<file path="src/sv/clt_pkg.sv">
// clt_pkg: phase, role and error codes, character constants and the result word type
// shared by the config line tokenizer modules; no dependencies

package clt_pkg;

  localparam logic [7:0] ChSpace = 8'h20;
  localparam logic [7:0] ChUpperA = 8'h41;
  localparam logic [7:0] ChZero = 8'h30;
  localparam logic [7:0] ChNine = 8'h39;
  localparam logic [7:0] ChEquals = 8'h3d;
  localparam logic [7:0] ChCr = 8'h0d;
  localparam logic [7:0] ChLf = 8'h0a;
  localparam logic [7:0] ChEnd = 8'h00;

  typedef enum logic [6:0] {
    PH_LINE    = 7'b0000001,
    PH_COMMENT = 7'b0000010,
    PH_NAME    = 7'b0000100,
    PH_AFTNAME = 7'b0001000,
    PH_AFTEQ   = 7'b0010000,
    PH_VALUE   = 7'b0100000,
    PH_ERROR   = 7'b1000000
  } phase_e;

  typedef enum logic [1:0] {
    ROLE_SKIP  = 2'd0,
    ROLE_NAME  = 2'd1,
    ROLE_VALUE = 2'd2
  } role_e;

  typedef enum logic [1:0] {
    ERR_NONE     = 2'd0,
    ERR_END_NAME = 2'd1,
    ERR_NO_EQ    = 2'd2,
    ERR_END_EQ   = 2'd3
  } err_e;

  typedef struct packed {
    logic [7:0] out_byte;
    role_e      role;
    logic       record_done;
    logic       text_end;
    err_e       error_code;
  } res_t;

endpackage

</file>
<file path="src/sv/clt_phase.sv">
// clt_phase: parse phase register and the per-byte decode into one result word
// depends on clt_pkg

module clt_phase import clt_pkg::*; (
  input  logic       clk_i,
  input  logic       rst_ni,
  input  logic [7:0] byte_i,
  input  logic       step_i,
  output res_t       res_o
);

  phase_e phase_q, phase_d;
  logic   is_end, is_blank, is_line_end, is_name_byte;
  role_e  role;
  logic   done;
  err_e   err;

  assign is_end = (byte_i == ChEnd);
  assign is_blank = (byte_i inside {[8'h01:ChSpace]});
  assign is_line_end = (byte_i == ChCr) || (byte_i == ChLf);
  assign is_name_byte = (byte_i >= ChUpperA) || (byte_i inside {[ChZero:ChNine]});

  always_comb begin
    phase_d = phase_q;
    role = ROLE_SKIP;
    done = 1'b0;
    err = ERR_NONE;
    case (phase_q)
      PH_LINE: begin
        if (is_end || is_blank) begin
          phase_d = PH_LINE;
        end else if (byte_i < ChUpperA) begin
          phase_d = PH_COMMENT;
        end else begin
          role = ROLE_NAME;
          phase_d = PH_NAME;
        end
      end
      PH_COMMENT: begin
        if (is_end || is_line_end) phase_d = PH_LINE;
      end
      PH_NAME: begin
        if (is_end) begin
          err = ERR_END_NAME;
          phase_d = PH_LINE;
        end else if (is_name_byte) begin
          role = ROLE_NAME;
        end else begin
          phase_d = PH_AFTNAME;
        end
      end
      PH_AFTNAME: begin
        if (is_blank) begin
          phase_d = PH_AFTNAME;
        end else if (byte_i == ChEquals) begin
          phase_d = PH_AFTEQ;
        end else begin
          err = ERR_NO_EQ;
          phase_d = is_end ? PH_LINE : PH_ERROR;
        end
      end
      PH_AFTEQ: begin
        if (is_end) begin
          err = ERR_END_EQ;
          phase_d = PH_LINE;
        end else if (!is_blank) begin
          role = ROLE_VALUE;
          phase_d = PH_VALUE;
        end
      end
      PH_VALUE: begin
        if (is_end || is_line_end) begin
          done = 1'b1;
          phase_d = PH_LINE;
        end else begin
          role = ROLE_VALUE;
        end
      end
      default: begin
        phase_d = is_end ? PH_LINE : PH_ERROR;
      end
    endcase
  end

  always_ff @(posedge clk_i or negedge rst_ni) begin
    if (!rst_ni) begin
      phase_q <= PH_LINE;
    end else if (step_i) begin
      phase_q <= phase_d;
    end
  end

  always_comb begin
    res_o.out_byte = byte_i;
    res_o.role = role;
    res_o.record_done = done;
    res_o.text_end = is_end;
    res_o.error_code = err;
  end

endmodule

</file>
<file path="src/sv/clt_out_stage.sv">
// clt_out_stage: result register with valid/stall handshake toward the sink
// depends on clt_pkg

module clt_out_stage import clt_pkg::*; (
  input  logic clk_i,
  input  logic rst_ni,
  input  logic load_valid_i,
  input  res_t load_res_i,
  output logic ready_o,
  output logic valid_o,
  input  logic stall_i,
  output res_t res_o
);

  logic valid_q;
  res_t res_q;

  assign ready_o = !valid_q || !stall_i;

  always_ff @(posedge clk_i or negedge rst_ni) begin
    if (!rst_ni) begin
      valid_q <= 1'b0;
    end else if (ready_o) begin
      valid_q <= load_valid_i;
    end
  end

  always_ff @(posedge clk_i) begin
    if (ready_o && load_valid_i) begin
      res_q <= load_res_i;
    end
  end

  assign valid_o = valid_q;
  assign res_o = res_q;

endmodule

</file>
<file path="src/sv/config_line_tokenizer.sv">
// config_line_tokenizer: top level, input register, phase decode and result register
// depends on clt_pkg, clt_phase and clt_out_stage

// Tags each byte of a "name = value" configuration text with its role, a
// record-complete flag, an end-of-text flag and an error code. One byte is
// taken per cycle and one result word leaves per cycle; a byte passes
// through the input register and then its result word is loaded into the
// result register. The rate is set by the parse phase register, which is
// updated once per byte as that byte's result is loaded. Stall on the output
// side holds the result register and then the input register.

module config_line_tokenizer import clt_pkg::*; (
  input  logic       clk_i,
  input  logic       rst_ni,
  input  logic       in_valid_i,
  output logic       in_stall_o,
  input  logic [7:0] text_byte_i,
  output logic       out_valid_o,
  input  logic       out_stall_i,
  output logic [7:0] out_byte_o,
  output logic [1:0] role_o,
  output logic       record_done_o,
  output logic       text_end_o,
  output logic [1:0] error_code_o
);

  logic       in_valid_q;
  logic [7:0] in_byte_q;
  logic       out_ready;
  logic       step;
  res_t       dec_res;
  res_t       out_res;

  assign step = in_valid_q && out_ready;
  assign in_stall_o = in_valid_q && !out_ready;

  always_ff @(posedge clk_i or negedge rst_ni) begin
    if (!rst_ni) begin
      in_valid_q <= 1'b0;
    end else if (in_valid_i && !in_stall_o) begin
      in_valid_q <= 1'b1;
    end else if (step) begin
      in_valid_q <= 1'b0;
    end
  end

  always_ff @(posedge clk_i) begin
    if (in_valid_i && !in_stall_o) begin
      in_byte_q <= text_byte_i;
    end
  end

  clt_phase u_phase (
    .clk_i  (clk_i),
    .rst_ni (rst_ni),
    .byte_i (in_byte_q),
    .step_i (step),
    .res_o  (dec_res)
  );

  clt_out_stage u_out (
    .clk_i        (clk_i),
    .rst_ni       (rst_ni),
    .load_valid_i (in_valid_q),
    .load_res_i   (dec_res),
    .ready_o      (out_ready),
    .valid_o      (out_valid_o),
    .stall_i      (out_stall_i),
    .res_o        (out_res)
  );

  assign out_byte_o = out_res.out_byte;
  assign role_o = out_res.role;
  assign record_done_o = out_res.record_done;
  assign text_end_o = out_res.text_end;
  assign error_code_o = out_res.error_code;

  a_done_no_err: assert property (@(posedge clk_i) disable iff (!rst_ni)
    out_valid_o && record_done_o |-> error_code_o == ERR_NONE)
    else $error("record completed together with an error");

  a_end_err_on_end: assert property (@(posedge clk_i) disable iff (!rst_ni)
    out_valid_o && (error_code_o == ERR_END_NAME || error_code_o == ERR_END_EQ)
      |-> text_end_o && out_byte_o == ChEnd)
    else $error("end-of-text error on a nonzero byte");

  a_name_byte: assert property (@(posedge clk_i) disable iff (!rst_ni)
    out_valid_o && role_o == ROLE_NAME
      |-> out_byte_o >= ChZero && out_byte_o != ChEquals && !text_end_o)
    else $error("name role on a byte that cannot be part of a name");

  a_stall_full: assert property (@(posedge clk_i) disable iff (!rst_ni)
    in_stall_o |=> in_valid_q)
    else $error("input register lost a word while stalled");

endmodule
</file>
<file path="config.mk">
export PLATFORM = sky130hd
export DESIGN_NAME = config_line_tokenizer
export DESIGN_NICKNAME = d
export VERILOG_FILES = /design/src/sv/clt_pkg.sv /design/src/sv/clt_phase.sv /design/src/sv/clt_out_stage.sv /design/src/sv/config_line_tokenizer.sv
export SDC_FILE = /design/constraint.sdc
export NUM_CORES = 1
export LEC_CHECK = 0
export BUFFER_PORTS_ARGS = -buffer_cell sky130_fd_sc_hd__buf_2
export CAP_MARGIN = 20
export CORE_MARGIN = 4
export CORE_UTILIZATION = 25
export DETAILED_ROUTE_END_ITERATION = 6
export HOLD_SLACK_MARGIN = 0.1
export MAX_ROUTING_LAYER = met4
export PLACE_DENSITY_LB_ADDON = 0.1
export RECOVER_POWER = 50
export SYNTH_ARGS = -nofsm -noshare
export SYNTH_HDL_FRONTEND = slang
export SYNTH_SLANG_ARGS = --single-unit
</file>
<file path="constraint.sdc">
create_clock -name clk_i -period 6.5 [get_ports clk_i]
set_input_delay 0.975 -clock clk_i [delete_from_list [all_inputs] [get_ports clk_i]]
set_output_delay 0.975 -clock clk_i [all_outputs]
set_load 0.01 [all_outputs]
</file>
==> results of run 1 <==
==> metal layers <==
| layer | vias up | global-route usage, % | wire length [µm] |
|---|---|---|---|
| met4 | 0 | 3.02 | 47 |
| met2 | 39 | 12.6 | 1350 |
| li1 | 504 | - | - |
| met3 | 6 | 3.73 | 217 |
| met5 | - | - | 0 |
| met1 | 497 | 11.7 | 1410 |
==> cell families after synthesis <==
kind of cell	count (synthesis)	synth area share (%)
buffers and inverters	8	2.04
adder cells (fa/ha/maj)	1	0.681
multiplexers	7	6.47
flip-flops	31	60.4
XOR/XNOR	2	1.19
AND/OR/NAND/NOR	49	20.1
AO/OA/AOI/OAI	17	9.11
==> how the worst max path moves through the flow <==
stage,slack [ns],cells after the start,from,endpoint
after floorplan,4.32,5,in_byte_q[1],u_phase.phase_q[1]
after global placement,4.17,4,out_stall_i,in_stall_o
after detailed placement,4.13,5,in_byte_q[1],u_phase.phase_q[1]
after CTS,4.11,5,in_byte_q[1],u_phase.phase_q[5]
after global routing,3.92,5,in_byte_q[1],u_phase.phase_q[1]
final,4.09,5,in_byte_q[1],u_phase.phase_q[1]
==> cells in the final DEF (no fill, tap or decap), types with 2 or more instances in the layout <==
cell,count
clkbuf_8,5
or2_2,2
nand3_1,3
buf_2,24
nor3_1,6
xnor2_1,2
nand4b_1,2
a31oi_1,2
nand2_1,8
a21oi_1,3
inv_1,6
or4_1,2
and2_1,2
dfrtp_1,8
edfxtp_1,22
clkbuf_1,3
nor2_1,6
nand2b_1,3
o21ai_0,3
and4b_1,2
mux2i_1,2
mux2_4,5
nor4_1,5
==> final cells by class <==
cell class                 instances  share of cell area [%]
sequential                        31                    49.5
multi-input combinational         76                    30.8
timing repair buffer              27                    7.34
tap                               72                    5.03
clock buffer                       5                    3.84
clock inverter                     3                    2.17
inverter                           6                    1.26
==> per-stage QoR <==
step / cell area, µm² / total power (µW)
after floorplan: 1470 / 255
after global placement: 1690 / 271
after detailed placement: 1690 / 272
after CTS: 1790 / 457
after global routing: 1790 / 469
final: 1790 / 448
==> registers in the layout, summed over array words and instances, names as in the netlist <==
register / cells
u_phase.phase_q: 7
in_byte_q: 8
u_out.valid_o: 1
u_out.res_o: 14
in_valid_q: 1
==> power by group through the flow <==
| stage | Sequential, µW | Clock [µW] | Combinational (µW) |
|---|---|---|---|
| 2_1_floorplan | 238 | 0 | 16.9 |
| 3_5_place_dp | 237 | 0 | 34.9 |
| 3_3_place_gp | 237 | 0 | 34.8 |
| 5_1_grt | 234 | 197 | 37.3 |
| 4_1_cts | 233 | 190 | 35.0 |
| 6_report | 233 | 182 | 33.8 |
==> flow_summary.ini, run 1 <==
[cts]
cts_resized = 0
cts.clk_slew.worst_paths_ns = 0.06
root_buffer = clkbuf_8
worst_skew_pair.late_latency_ns = 0.28
cts_tree = yes
cts_max_path_buffers = 2
hold_buffers = 0
cts_num_sinks = 31
cts_buffers = 5
cts-htree-levels = 2
cts_setup_buffers = 0

[setup_path]
reg2reg_slack_ns = 4.09
r2r-start = in_byte_q[1]
path_cells = or4_4 -> o21ai_0 -> a41oi_2 -> o211ai_4 -> mux2_4
cp_slowest_cell = or4_4
reg2reg_depth = 5
cp-end-kind = flip-flop
worstPathRequired_ns = 6.67
start_kind = flip-flop
timing.critical_path.buf_inv = 0
worstSetupPathType = flip-flop to flip-flop
path_delay_family = compound AO/OA/AOI/OAI gates
worstReg2RegEnd = u_phase.phase_q[1]
worstPathArrival_ns = 2.58
cp_max_fo = 7
max_stage_delay_ns = 0.58

[floorplanning]
rows = 27
initial_core_util_pct = 26.2
die_h_um = 84.7
coreArea_um2 = 5610
ios = 28
dieArea_um2 = 7170
die_x_um = 84.7

[pwr]
p_int_uw = 351
power_density_nw_per_um2 = 250
seqPwrFrac_pct = 51.9
p_sw_share_pct = 21.8
peakVddDrop_uv = 88.7
power_frac_comb_pct = 7.5
power.switching_uw = 97.6
p_leak_uw = 0.000706
pwr-share-clk_pct = 40.6

[timing]
setup-violations-final = 0
report.final.hold_viol_count = 0
slew_violations = 0
whs_ns = 0.496
worst_slack_ns = 4.09
finClkSkew_ns = 0.00209
tightest_slew_ns = 0.554
final.min_clock_period_ns = 2.41
min_period_over_period_pct = 37.1
rsz0062_at_grt = no
setup_tns_ns = 0
fmax_mhz = 414
max_slew_margin_pct = 62.8

[final_layout]
diodes = 0
fin_util_pct = 31.9
regArea_um2 = 887
fin_cells = 220
layout-drive-gt1-share_pct = 30.4
nets = 159
fillCellCount = 584
multi_input_area_um2 = 552
areaGrowthSynthToFinish_pct = 21.9

[synthesis]
synth_top_cells_by_area = edfxtp_1 (45%), dfrtp_1 (14%), mux2_4 (5.1%)
synthFlopType = edfxtp_1
synth_top_area_cell = edfxtp_1
synth_area_um2 = 1470
syn_inst = 115
netlist.area_leader.share_pct = 45.0
ys_seq_area_share_pct = 60.4
synth.most_common_cell = edfxtp_1
synth_common_cells = edfxtp_1 (22), dfrtp_1 (8), nand2_1 (8)
ys_types = 39
syn_area_per_cell_um2 = 12.8
synth_seq_cells = 31
synth_fp_nets = 127
async_flop_share_pct = 29.0
synth_edf_count = 22
ys_warn_count = 0

[job]
max_cap_viol_count = 0

[detailed_routing]
vias_per_cell = 4.75
drt-initial-drc-count = 78
vias = 1046
wl_um = 3030
wire_per_inst_um = 13.8
drc = 0
postRouteAntennaNets = 0
drt_pass1_iterations = 4

[grt]
antenna_found_initial = 0
grt_max_degree = 15
grt_pass1_vias = 981
grt_use_total_pct = 8.99
grt_pass1_wl_um = 4840
grt-ovfl-total = 0

[placement]
dpl_worst_slack_ns = 4.13
place_congestion = 0.849
place_inst = 212
hpwl_um = 2300
io_buffers = 27

[worst_hold_path]
hp-start = in_valid_q
hold_end = u_out.valid_o
hp-class = flip-flop to flip-flop
whs_path_depth = 1

[run_status]
run_status = finished clean
Power figures use the tool's default switching activity.
==> run 2: changes to the inputs <==
--- a/config.mk
+++ b/config.mk
@@ -5,6 +5,7 @@
 export SDC_FILE = /design/constraint.sdc
 export NUM_CORES = 1
 export LEC_CHECK = 0
+export ABC_AREA = 1
 export BUFFER_PORTS_ARGS = -buffer_cell sky130_fd_sc_hd__buf_2
 export CAP_MARGIN = 20
 export CORE_MARGIN = 4
==> constraint.sdc (replaced) <==
create_clock -name clk_i -period 2.29 [get_ports clk_i]
set_input_delay 0.3435 -clock clk_i [delete_from_list [all_inputs] [get_ports clk_i]]
set_output_delay 0.3435 -clock clk_i [all_outputs]
set_load 0.01 [all_outputs]
==> run 2 against run 1 <==
Net effect: sequential power grew to 2.9 times the previous value; combinational power grew to 4.2 times the previous value; hold slack got worse by 0.26 ns; critical path depth is 4 higher; fmax is 42% higher; clock skew up 0.0013 ns; routed wire length up 0.96%; clock power grew to 2.9 times the previous value; utilization rose by 0.41 points.
==> flow_summary.ini, run 2 <==
[setup_path]
path_cells = nor2_1 -> nand2_2 -> nor2_8 -> inv_2 -> nand2_1 -> nand3_1 -> o21ai_0 -> nand2_1 -> nand2_1
worstSetupPathType = flip-flop to flip-flop
cp-end-kind = flip-flop
worstPathRequired_ns = 2.51
path_delay_family = simple AND/OR/NAND/NOR gates
start_kind = flip-flop
timing.critical_path.buf_inv = 1
cp_max_fo = 8
cp_slowest_cell = edfxtp_1
r2r-start = in_byte_q[7]
worstReg2RegEnd = u_phase.phase_q[6]
reg2reg_depth = 9
worstPathArrival_ns = 1.92
max_stage_delay_ns = 0.41
reg2reg_slack_ns = 0.59
cpMostUsedCell = nand2_1

[pwr]
power_density_nw_per_um2 = 740
peakVddDrop_uv = 292
power.total_uw = 1350
p_leak_uw = 0.000804

[placement]
hpwl_um = 2420
place_congestion = 0.816
place_area_um2 = 1720
io_buffers = 27
dpl_worst_slack_ns = 0.635

[final_layout]
diodes = 0
nets = 206
areaGrowthSynthToFinish_pct = 22.7
fin_area_um2 = 1820
final_common_cell = nand2_1
layout-drive-gt1-share_pct = 20.0
largest_reg_flops = 14
final_cell_mix = nand2_1 (44), edfxtp_1 (22), nor2_1 (20)

[worst_hold_path]
hold_end = in_byte_q[6]
whs_path_depth = 1
hp-start = text_byte_i[6]
hp-class = input pin to flip-flop

[timing]
final.min_clock_period_ns = 1.70
setup-violations-final = 0
setup_tns_ns = 0
finClkSkew_ns = 0.00341
max_slew_margin_pct = 56.8
fmax_mhz = 590
report.final.hold_viol_count = 0
rsz0062_at_grt = no
worst_slack_ns = 0.594
whs_ns = 0.233
min_period_over_period_pct = 74.1
tightest_slew_ns = 0.648
slew_violations = 0

[floorplanning]
die_h_um = 85.1
initial_core_util_pct = 26.3
ios = 28
rows = 27
die_x_um = 85.1
dieArea_um2 = 7240
coreArea_um2 = 5640

[detailed_routing]
vias_per_cell = 4.31
drc = 0
wire_per_inst_um = 11.5
postRouteAntennaNets = 0
wl_um = 3060
drt-initial-drc-count = 70
vias = 1151
drt_pass1_iterations = 4

[synthesis]
synth_top_area_cell = edfxtp_1
synth.most_common_cell = nand2_1
synth_area_um2 = 1490
syn_inst = 158
syn_area_per_cell_um2 = 9.41
synthFlopType = edfxtp_1
synth_edf_count = 22
ys_types = 21
synth_common_cells = nand2_1 (44), edfxtp_1 (22), nor2_1 (19)
synth_seq_cells = 31
async_flop_share_pct = 29.0
ys_warn_count = 0
ys_seq_area_share_pct = 59.7
synth_fp_nets = 170
netlist.area_leader.share_pct = 44.4
synth_top_cells_by_area = edfxtp_1 (44%), dfrtp_1 (13%), nand2_1 (11%)

[cts]
cts-htree-levels = 2
hold_buffers = 1
cts_resized = 0
cts_buffers = 5
cts_tree = yes
cts.clk_slew.worst_paths_ns = 0.07
cts_max_path_buffers = 2
root_buffer = clkbuf_8
worst_skew_pair.late_latency_ns = 0.28
cts_setup_buffers = 0
cts_num_sinks = 31

[run_status]
run_status = finished clean

[grt]
grt_pass1_wl_um = 5040
grt_use_total_pct = 9.30
antenna_found_initial = 0
grt_max_degree = 12
grt-ovfl-total = 0
grt_pass1_vias = 1120

[job]
max_cap_viol_count = 0
[run 2: how the worst max path moves through the flow]
stage / endpoint / from / slack, ns / cells after the start
2_1_floorplan: u_phase.phase_q[6] / u_out.valid_o / 0.37 / 4
3_3_place_gp: u_phase.phase_q[2] / in_byte_q[1] / 0.66 / 8
3_5_place_dp: u_phase.phase_q[2] / out_stall_i / 0.64 / 6
4_1_cts: u_phase.phase_q[2] / u_out.valid_o / 0.64 / 5
5_1_grt: u_phase.phase_q[6] / in_byte_q[7] / 0.42 / 9
6_report: u_phase.phase_q[6] / in_byte_q[7] / 0.59 / 9
[run 2: cell families (layout without fill, tap and decap cells)]
kind of cell | after synthesis | after routing | share of synthesized area [%]
DFF | 31 | 31 | 59.7
AOI/OAI and AO/OA | 16 | 16 | 5.98
buffers and inverters | 19 | 56 | 4.80
and+or+nand+nor | 92 | 92 | 29.5
[run 2: where the power goes]
part | switching [µW] | internal (µW)
combinational | 94.9 | 46.4
sequential | 20.5 | 655
clock | 209 | 323
total | 325 | 1020
[run 2: layer usage]
metal	GRT usage (%)	part of all wire, %
met4	4.60	1.9
met5	-	0
met2	14.0	46
met3	3.69	7.6
met1	10.8	45
[run 2: area by class of cell]
class	count	area, µm²
clock buffer	5	68.8
clock inverter	3	43.8
fill	583	3820
inverter	19	71.3
multi-input combinational	108	526
sequential	31	887
tap	72	90.1
timing repair buffer	29	138
[run 2: worst reg2reg max path, delay by kind of cell (launching register included)]
family | cells | cell delay (ns)
and+or+nand+nor | 7 | 0.92
AOI/OAI and AO/OA | 1 | 0.23
buffers and inverters | 1 | 0.08
DFF | 1 | 0.41
[run 2: per-stage QoR]
stage	utilization, %	std cells
2_1_floorplan	-	158
3_3_place_gp	30.5	258
3_5_place_dp	30.5	258
4_1_cts	32.6	267
5_1_grt	32.3	267
6_report	32.3	267
